==> src/sv/ffc_pkg.sv <==
// ----------------------------------------------------------------------------
// ffc_pkg
// Field widths, operation codes, controller states and the command and
// status groups between controller and datapath.
// ----------------------------------------------------------------------------
package ffc_pkg;

  localparam int OP_W    = 2;
  localparam int COLOR_W = 10;
  localparam int THR_W   = 10;
  localparam int ANS_W   = 11;

  localparam logic [OP_W-1:0] OP_ADD    = 2'd0;
  localparam logic [OP_W-1:0] OP_REMOVE = 2'd1;
  localparam logic [OP_W-1:0] OP_QUERY  = 2'd2;

  typedef enum logic [3:0] {
    S_CLEAR,
    S_IDLE,
    S_FETCH,
    S_CUR,
    S_NXT,
    S_FIN,
    S_SCAN,
    S_DRAIN,
    S_DONE
  } state_e;

  typedef struct packed {
    logic clr_step;
    logic load;
    logic occ_rd;
    logic cur_step;
    logic nxt_step;
    logic fin_step;
    logic scan_rd;
    logic set_err;
    logic res_load;
  } ctrl_cmd_t;

  typedef struct packed {
    logic            clr_last;
    logic [OP_W-1:0] op;
    logic            color_bad;
    logic            upd_bad;
    logic            thr_high;
    logic            scan_last;
    logic            res_busy;
  } dp_status_t;

endpackage

==> src/sv/ffc_ctrl.sv <==
// ----------------------------------------------------------------------------
// ffc_ctrl
// Sequencer: clearing pass, item decode, read-modify-write steps, bucket
// scan and result hand-off.
// ----------------------------------------------------------------------------
module ffc_ctrl (
  input  logic                clk_i,
  input  logic                rst_ni,
  input  logic                in_valid_i,
  output logic                in_ready_o,
  input  ffc_pkg::dp_status_t status_i,
  output ffc_pkg::ctrl_cmd_t  cmd_o
);
  import ffc_pkg::*;

  state_e state_q;
  state_e state_d;

  always_ff @(posedge clk_i or negedge rst_ni) begin
    if (!rst_ni) begin
      state_q <= S_CLEAR;
    end else begin
      state_q <= state_d;
    end
  end

  always_comb begin
    state_d    = state_q;
    cmd_o      = '0;
    in_ready_o = 1'b0;
    unique case (state_q)
      S_CLEAR: begin
        cmd_o.clr_step = 1'b1;
        if (status_i.clr_last) begin
          state_d = S_IDLE;
        end
      end
      S_IDLE: begin
        in_ready_o = 1'b1;
        if (in_valid_i) begin
          cmd_o.load = 1'b1;
          state_d    = S_FETCH;
        end
      end
      S_FETCH: begin
        case (status_i.op) inside
          OP_ADD, OP_REMOVE: begin
            if (status_i.color_bad) begin
              cmd_o.set_err = 1'b1;
              state_d       = S_DONE;
            end else begin
              cmd_o.occ_rd = 1'b1;
              state_d      = S_CUR;
            end
          end
          OP_QUERY: begin
            state_d = status_i.thr_high ? S_DONE : S_SCAN;
          end
          default: begin
            state_d = S_DONE;
          end
        endcase
      end
      S_CUR: begin
        if (status_i.upd_bad) begin
          cmd_o.set_err = 1'b1;
          state_d       = S_DONE;
        end else begin
          cmd_o.cur_step = 1'b1;
          state_d        = S_NXT;
        end
      end
      S_NXT: begin
        cmd_o.nxt_step = 1'b1;
        state_d        = S_FIN;
      end
      S_FIN: begin
        cmd_o.fin_step = 1'b1;
        state_d        = S_DONE;
      end
      S_SCAN: begin
        cmd_o.scan_rd = 1'b1;
        if (status_i.scan_last) begin
          state_d = S_DRAIN;
        end
      end
      S_DRAIN: begin
        state_d = S_DONE;
      end
      S_DONE: begin
        if (!status_i.res_busy) begin
          cmd_o.res_load = 1'b1;
          state_d        = S_IDLE;
        end
      end
      default: begin
        state_d = S_CLEAR;
      end
    endcase
  end

endmodule

==> config.mk <==
export PLATFORM = sky130hd
export DESIGN_NAME = ffc_ctrl
export DESIGN_NICKNAME = d
export VERILOG_FILES = /design/src/sv/ffc_pkg.sv /design/src/sv/ffc_ctrl.sv
export SDC_FILE = /design/constraint.sdc
export NUM_CORES = 1
export LEC_CHECK = 0
export BUFFER_PORTS_ARGS = -buffer_cell sky130_fd_sc_hd__clkbuf_2
export CAP_MARGIN = 20
export CELL_PAD_IN_SITES_DETAIL_PLACEMENT = 0
export CELL_PAD_IN_SITES_GLOBAL_PLACEMENT = 2
export CORE_UTILIZATION = 24
export DETAILED_ROUTE_END_ITERATION = 8
export PLACE_DENSITY_LB_ADDON = 0.25
export SLEW_MARGIN = 20
export SYNTH_ARGS = -nofsm -noshare
export SYNTH_HDL_FRONTEND = slang
export SYNTH_SLANG_ARGS = --single-unit
==> constraint.sdc <==
create_clock -name clk_i -period 3.7 [get_ports clk_i]
set_input_delay 0.37 -clock clk_i [delete_from_list [all_inputs] [get_ports clk_i]]
set_output_delay 0.37 -clock clk_i [all_outputs]
set_load 0.01 [all_outputs]
Word-level counts from Yosys, hierarchy flattened

Cells that the tools add are included.

Bits in registers: 4
Latch bits: 0
RAM bits: 0
ROM bits: 0
Bits of input ports: 11
Output and inout port bits: 10
Word-level logic and storage cells: 48
Memories: 0

Add/subtract/negate cells: 0
Multiply operators: 0
Div/mod/pow operators: 0
Order comparisons: 0
Equality and inequality tests: 14
Shifts and indexed selects: 0
Multiplexer cells: 28
Bitwise logic cells: 0
Reductions and logical operators: 5

Operators with widths:

| cell                                                                  | number |
|---|---|
| 4-bit 2-to-1 mux                                                      | 9 |
| 4-bit case mux with 8 select lines                                    | 1 |
| 1-bit 2-to-1 mux                                                      | 17 |
| 4-bit by 3-bit equality test with 1-bit output, second input constant | 4 |
| 4-bit by 2-bit equality test with 1-bit output, second input constant | 2 |
| 2-bit != test, second input constant                                  | 4 |
| 4-bit by 1-bit equality test with 1-bit output, second input constant | 1 |
| 4-bit equality test, second input constant                            | 1 |
| 4-bit zero test                                                       | 1 |
| 4-bit AND reduction                                                   | 1 |
| 2-bit OR reduction                                                    | 2 |
| 2-bit by 1-bit equality test with 1-bit output, second input constant | 1 |
| 2-bit equality test, second input constant                            | 1 |
| 2-bit zero test                                                       | 1 |
| 1-bit case mux with 2 select lines                                    | 1 |

Logic depth before layout (Yosys ltp)

Gate-level depths: netlist of run 1.

Depth in word-level cells: 4
Mapped depth: 5
Gate-level depth less buffers: 4

Worst setup path before layout of run 1

OpenSTA, ideal clock, no wires.

Path type: register -> output
Start point: register state_q[2]
End point: output cmd_o[7] (netlist name)
Arrival time: 1.095 ns
Data required time: 3.330 ns
Path slack: 2.235 ns
Cell stages (with the launch flop): 4
Buffers on the path: 1
Cell sequence: dfrtp_1 buf_4 nor3_2 and2_1

RTL lines:

| what                   | RTL line       | source |
|---|---|---|
| start, declared        | ffc_ctrl.sv:16 | `state_e state_q;` |
| start signal, assigned | ffc_ctrl.sv:23 | `state_q <= state_d;` |
| end, declared          | ffc_ctrl.sv:12 | `output ffc_pkg::ctrl_cmd_t cmd_o` |

==> flow_summary.rst, run 1 <==
.. list-table::
   :header-rows: 1

   * - Metric
     - Value
   * - Largest register FFs
     - 4
   * - Wire length of the first global-routing pass
     - ~1800 um
   * - Final setup TNS
     - 0 ns
   * - Dpl hpwl
     - 814.3 um
   * - Synthesis-stage register bit count
     - 4
   * - Most used standard cells in the synthesized netlist
     - 9 x nor2_1, 4 x dfrtp_1, 4 x nand2b_1, 3 x nor3_1
   * - Synth-to-Final Area Change
     - 30.09%
   * - Mapped Nets
     - 64
   * - First-pass iteration count of the detailed router
     - 6
   * - Synth top area share
     - 23.60%
   * - Horiz. Die Dim
     - roughly 44 um
   * - Registers with the most flip-flops
     - state_q (4)
   * - Antenna diode instance count
     - 0
   * - Leakage power
     - 0.2673 nW
   * - Most numerous cell in the Yosys netlist
     - nor2_1
   * - Number of DRC markers in iteration 0
     - 9
   * - Number of levels in the clock H-tree
     - 1
   * - Number of fill cells
     - approximately 170
   * - Post-cts gate resize count
     - 0
   * - Via count of the first global-routing pass
     - a little over 400
   * - Unrepaired setup endpoints after global routing
     - no
   * - Compound-Gate Fraction of Synth Area
     - 26.55%
   * - Count of placed standard cells including taps
     - 85
   * - Pin count of the biggest net entering global routing
     - 18
   * - Wire per inst
     - 12.44 um
   * - Endpoint type of the worst setup path
     - output port
   * - Count of mapped cells out of synthesis
     - 53
   * - Wire length after detailed routing
     - 1107 um
   * - IO Port Bufs
     - 20
   * - Number of vias per cell after detailed routing
     - about 5.3
   * - Maximum vdd ir drop
     - ~0.27 mV
   * - Proportion of layout cells with a drive suffix above 1
     - 38.36%
   * - Least-Margin Pin Slew
     - between 0.5 and 0.6 ns
   * - TritonCTS Buffers
     - 3
   * - Final instance count without filler cells
     - 89
   * - Combinational family with the most area after synthesis
     - simple AND/OR/NAND/NOR gates
   * - Final number of setup-violating endpoints
     - 0
   * - I/O pin cnt
     - 21
   * - Initial standard-cell utilization of the core
     - 26.90%
   * - Fraction of synthesized area in multiplexers
     - 2.655%
   * - Top cells by area in the synthesized netlist
     - dfrtp_1 24%, nor2_1 8.0%, nand2b_1 5.9%
   * - Reported max-cap violation count
     - 0
   * - Sum of overflow across all layers after global routing
     - 0
   * - Yosys cell types
     - 30
   * - Later-pin clock latency in the skew report
     - 0.23 ns
   * - Slowest stage cell, crit path
     - dfrtp_1
   * - CP required
     - 3.33 ns
   * - Outcome
     - complete, no violations
   * - Fmax
     - 524.1 MHz
   * - CP peak stage delay
     - 0.52 ns
   * - TritonCTS clock tree
     - built
   * - Reg area
     - 100.1 sq um
   * - Number of antenna violations at the first check in global routing
     - 0
   * - Post-place instance area
     - 519.2 sq um
   * - Final Net Count
     - 86
   * - Number of routed nets with antenna violations
     - 0
   * - Post-Syn Area per Cell
     - 8.003 sq um
   * - Sort of element at the start of the critical path
     - flip-flop
   * - Final period demand of the worst path
     - 1.908 ns
   * - Hold violation total from the final report
     - 0
   * - Leading area contributor after synthesis
     - dfrtp_1
   * - Fraction of the mapped netlist area in simple logic gates
     - 39.53%
   * - Worst endpoint data arrival time
     - 1.54 ns
   * - Worst-path cell chain
     - nand2b_1 -> nor3_1 -> and2_1 -> clkbuf_2
   * - DR vias
     - 470
   * - Clk slew on worst S/H paths
     - 0.04 ns
   * - Remaining max-slew budget at the tightest pin
     - around 66%
   * - Synthesis warning total
     - 0
   * - Cell at the root of the clock tree
     - clkbuf_4
   * - Die area
     - 0.001940 sq mm
   * - Top fanout value on the critical path
     - 13
   * - Placer Congestion
     - 0.7351
   * - Type of the worst setup path
     - flip-flop to output port
   * - Clock Tree Buf Depth
     - 2
   * - Post-synth design cell area
     - around 420 sq um
   * - Number of flops mapped to enable cells by yosys
     - 0
   * - Worst min-delay path class
     - input port to flip-flop
   * - Most used flip-flop cell after synthesis
     - dfrtp_1
   * - Xor/xnor cell area share of the yosys netlist
     - 0%
   * - Final count of pins violating max slew
     - 0
   * - Most flop-heavy register
     - state_q
   * - Power density over the cells
     - 766.9 mW/mm^2
   * - Post-detailed-route DRC marker count
     - 0
   * - Clock sink count
     - 4
   * - Skew final
     - 0.004697 ns
   * - Synth async-reset ratio
     - 100.0%
   * - Die Y
     - 44.04 um
   * - Fraction of the mapped netlist area in adder cells
     - 0%
   * - Share of synthesized area occupied by flip-flops and latches
     - a little under a quarter
   * - GR Util All Layers
     - around an eighth
   * - Core outline area
     - roughly 0.0016 sq mm
   * - Total area of multi-input combinational cells
     - 291.5 sq um
   * - Fin crit share
     - 51.57%
   * - Fin area
     - between 500 and 600 sq um
   * - Site Rows
     - 14
## through the flow
step	util (%)	power [mW]	hold WS [ns]	setup slack, ns
floorplan	-	0.3153	0.07441	2.235
global placement	32.94	0.3768	0.1818	2.016
detailed placement	32.94	0.3705	0.1832	2.023
CTS	35.00	0.4288	0.3458	1.778
global route	35.00	0.4643	0.3764	1.633
finish	35.00	0.4232	0.3588	1.792
## power breakdown
group,internal (mW),switching (mW)
clock network,0.0363,0.0179
logic,0.121,0.105
registers,0.0632,0.0798
total,0.221,0.202
## critical path: cells and delay by family (launching register included)
family        cells  cell delay (ns)
buf+inv           1             0.13
flops             1             0.52
simple gates      3             0.65
## logic make-up after synthesis
family | Yosys count
buffers and inverters | 6
AO/OA/AOI/OAI | 13
multiplexers | 1
AND/OR/NAND/NOR | 29
flip-flops | 4
## repair_timing
item | 4_1_cts | 5_1_grt
hold endpoints to repair | 4 | 0
setup buffers | 0 | 0
setup endpoints to repair | 0 | 0
hold buffers | 1 | 0
## layout make-up
type | count | area share, %
clock buffers | 3 | 4.082
repair buffers | 21 | 19.95
multi-input cells | 43 | 52.83
flip-flops and latches | 4 | 18.14
inverters | 2 | 1.361
well taps | 16 | 3.628
## worst paths after layout
kind	cells after the start	startpoint	end	slack [ns]
max	4	state_q[0]$_DFFE_PN0P_	cmd_o[6]	1.79
min	2	in_valid_i	state_q[0]$_DFFE_PN0P_	0.36
max reg2reg	3	state_q[0]$_DFFE_PN0P_	state_q[0]$_DFFE_PN0P_	2.14
min reg2reg	1	state_q[3]$_DFFE_PN0P_	state_q[2]$_DFFE_PN0P_	0.75
max in group asynchronous	2	rst_ni	state_q[2]$_DFFE_PN0P_	3.09
min in group asynchronous	2	rst_ni	state_q[0]$_DFFE_PN0P_	0.47
## layer usage
layer  routed length, um  global-route usage [%]  up-vias
li1                    -                       -      241
met1                 543                   17.97      217
met2                 503                   17.35       12
met3                  60                   2.041        0
met4                   0                   7.273        0
met5                   0                       0        -
## cells in the final DEF, fill, tap and decap left out, drive strengths merged, types with 2 or more instances in the layout
cell	instances
clkbuf	23
nor2	9
nand2b	4
dfrtp	4
nor3	4
nor4	2
and2	2
a21oi	2
nor4bb	2
a2bb2oi	2
inv	2
o32ai	2
Power figures use the tool's default switching activity.
==> inputs of run 2 (changes only) <==
--- a/config.mk
+++ b/config.mk
@@ -9,7 +9,7 @@
 export CAP_MARGIN = 20
 export CELL_PAD_IN_SITES_DETAIL_PLACEMENT = 0
 export CELL_PAD_IN_SITES_GLOBAL_PLACEMENT = 2
-export CORE_UTILIZATION = 24
+export CORE_UTILIZATION = 22
 export DETAILED_ROUTE_END_ITERATION = 8
 export PLACE_DENSITY_LB_ADDON = 0.25
 export SLEW_MARGIN = 20
==> constraint.sdc (replaced) <==
create_clock -name clk_i -period 1.91 [get_ports clk_i]
set_input_delay 0.191 -clock clk_i [delete_from_list [all_inputs] [get_ports clk_i]]
set_output_delay 0.191 -clock clk_i [all_outputs]
set_load 0.01 [all_outputs]
==> flow_summary.rst, run 2 (synthesis gave the netlist of run 1 again) <==
.. list-table::
   :header-rows: 1

   * - Metric
     - Value
   * - Sort of element at the start of the critical path
     - flip-flop (unchanged)
   * - I/O pin cnt
     - 21 (unchanged)
   * - Post-detailed-route DRC marker count
     - 0 (unchanged)
   * - Sum of overflow across all layers after global routing
     - 0 (unchanged)
   * - Final setup TNS
     - 0 ns (unchanged)
   * - TritonCTS Buffers
     - 3 (unchanged)
   * - Hold violation total from the final report
     - 0 (unchanged)
   * - Fin area
     - 570.5 sq um (was 551.8 sq um)
   * - Placer Congestion
     - 0.7058 (was 0.7351)
   * - Leading cell type in the layout, fill and taps excluded
     - clkbuf_2 (unchanged)
   * - Wire per inst
     - 11.07 um (was 12.44 um)
   * - Horiz. Die Dim
     - 45.91 um (was 44.04 um)
   * - Unrepaired setup endpoints after global routing
     - no (unchanged)
   * - Type of the worst setup path
     - flip-flop to output port (unchanged)
   * - Fmax
     - 582.3 MHz
   * - Clock Tree Buf Depth
     - 2 (unchanged)
   * - Least-Margin Pin Slew
     - 0.5262 ns (was 0.5069 ns)
   * - Core outline area
     - 0.001764 sq mm (was 0.001577 sq mm)
   * - Worst endpoint data arrival time
     - 1.53 ns (was 1.54 ns)
   * - Reported max-cap violation count
     - 0 (unchanged)
   * - Number of levels in the clock H-tree
     - 1 (unchanged)
   * - Number of antenna violations at the first check in global routing
     - 0 (unchanged)
   * - Final number of setup-violating endpoints
     - 0 (unchanged)
   * - Antenna diode instance count
     - 0 (unchanged)
   * - CP required
     - 1.72 ns (was 3.33 ns)
   * - Wire length of the first global-routing pass
     - 1800 um (was 1821 um)
   * - DR vias
     - 466 (was 470)
   * - Top fanout value on the critical path
     - 13 (unchanged)
   * - First-pass iteration count of the detailed router
     - 4 (was 6)
   * - Clk slew on worst S/H paths
     - 0.03 ns (was 0.04 ns)
   * - Fin crit share
     - ~90%
   * - Proportion of layout cells with a drive suffix above 1
     - 39.19% (was 38.36%)
   * - Clock sink count
     - 4 (unchanged)
   * - Power density over the cells
     - 1470 mW/mm^2 (was 766.9 mW/mm^2)
   * - Via count of the first global-routing pass
     - 404 (was 408)
   * - IO Port Bufs
     - 20 (unchanged)
   * - Remaining max-slew budget at the tightest pin
     - 64.92% (was 66.20%)
   * - Worst min-delay path class
     - input port to flip-flop (unchanged)
   * - Cell at the root of the clock tree
     - clkbuf_4 (unchanged)
   * - Number of vias per cell after detailed routing
     - 4.707 (was 5.281)
   * - Outcome
     - complete, no violations (unchanged)
   * - Number of routed nets with antenna violations
     - 0 (unchanged)
   * - Largest register FFs
     - 4 (unchanged)
   * - GR Util All Layers
     - 11.78% (was 12.46%)
   * - Post-layout util
     - 32.34% (was 35.00%)
   * - TritonCTS clock tree
     - built (unchanged)
   * - Total Power Consumption
     - 839.0 uW (was 423.2 uW)
   * - Setup Buffers After CTS
     - 0 (unchanged)
   * - Dpl hpwl
     - 818.5 um (was 814.3 um)
   * - Most flop-heavy register
     - state_q (unchanged)
   * - Skew final
     - 0.001972 ns (was 0.004697 ns)
   * - Post-place instance area
     - 538.0 sq um (was 519.2 sq um)
   * - Final Net Count
     - 87 (was 86)
   * - Pin count of the biggest net entering global routing
     - 18 (unchanged)
   * - Initial standard-cell utilization of the core
     - 24.04% (was 26.90%)
   * - Most used cells in the layout excluding fill and tap cells
     - 20 x clkbuf_2, 9 x nor2_1, 4 x nand2b_1, 4 x dfrtp_1 (unchanged)
   * - Endpoint type of the worst setup path
     - output port (unchanged)
   * - Die Y
     - 45.91 um (was 44.04 um)
   * - Registers with the most flip-flops
     - state_q (4) (unchanged)
   * - Site Rows
     - 15 (was 14)
   * - Leakage power
     - 0.2726 nW (was 0.2673 nW)
   * - Final period demand of the worst path
     - between 1.5 and 2 ns
   * - Later-pin clock latency in the skew report
     - 0.23 ns (about the same)
   * - Final count of pins violating max slew
     - 0 (unchanged)
   * - Maximum vdd ir drop
     - 0.4196 mV (was 0.2736 mV)
   * - Synth-to-Final Area Change
     - 34.51% (was 30.09%)
   * - Die area
     - 0.002108 sq mm (was 0.001940 sq mm)
   * - Wire length after detailed routing
     - 1096 um (was 1107 um)
   * - Number of DRC markers in iteration 0
     - 6 (was 9)
==> run 2: cell types whose count changed in the layout (fill, tap and decap cells not counted) <==
cell / before / now
buf_4: 0 / 1
==> run 2: metrics by stage <==
| step | instances | hold WS (ns) | setup slack (ns) |
|---|---|---|---|
| 4_1_cts | 99 | 0.1777 | 0.1801 |
| 3_3_place_gp | 95 | -0.002266 | 0.3352 |
| 6_report | 99 | 0.1824 | 0.1928 |
| 5_1_grt | 99 | 0.1884 | 0.01032 |
| 3_5_place_dp | 95 | -0.001657 | 0.3246 |
| 2_1_floorplan | 53 | -0.1046 | 0.6244 |
==> run 2: worst paths after layout <==
kind | start | endpoint | slack, ns | cells after the start
max in group asynchronous | rst_ni | state_q[2]$_DFFE_PN0P_ | 1.50 | 2
min in group asynchronous | rst_ni | state_q[1]$_DFFE_PN0P_ | 0.30 | 2
worst max register to register | state_q[0]$_DFFE_PN0P_ | state_q[0]$_DFFE_PN0P_ | 0.31 | 3
worst min register to register | state_q[3]$_DFFE_PN0P_ | state_q[2]$_DFFE_PN0P_ | 0.61 | 1
worst min-delay path | in_valid_i | state_q[0]$_DFFE_PN0P_ | 0.18 | 2
worst max-delay path | state_q[0]$_DFFE_PN0P_ | cmd_o[6] | 0.19 | 4
==> run 2: report_power, final <==
| part | internal (mW) | leakage, nW | switching (mW) |
|---|---|---|---|
| sequential | 0.123 | 0.0524 | 0.137 |
| combinational | 0.248 | 0.206 | 0.230 |
| clock | 0.0701 | 0.0138 | 0.0310 |
==> run 2: area by class of cell <==
class | count | area [sq um]
multi-input combinational | 43 | 291.5
sequential | 4 | 100.1
fill | 207 | 1194
clock buffer | 3 | 22.52
inverter | 2 | 7.507
timing repair buffer | 22 | 117.6
tap | 25 | 31.28
==> run 2: critical path: stages (launching register included) <==
cell and delay [ns]:
dfrtp_1 0.53, nand2b_1 0.27, nor3_1 0.21, and2_1 0.16, clkbuf_2 0.12
==> run 2: repair_timing <==
| action | 4_1_cts | 5_1_grt |
|---|---|---|
| endpoints found under the hold margin | 4 | 0 |
| hold buffers | 1 | 0 |
| setup endpoints to repair | 0 | 0 |
| gates resized for setup | 0 | 0 |
==> run 2: metal layers <==
layer / vias up / track usage [%] / share of wire [%] / routed length (um)
li1: 241 / - / - / -
met5: - / 0 / 0 / 0
met3: 0 / 1.587 / 2.9 / 32
met4: 0 / 3.529 / 0 / 0
met2: 6 / 18.87 / 50 / 550
met1: 219 / 16.23 / 47 / 513
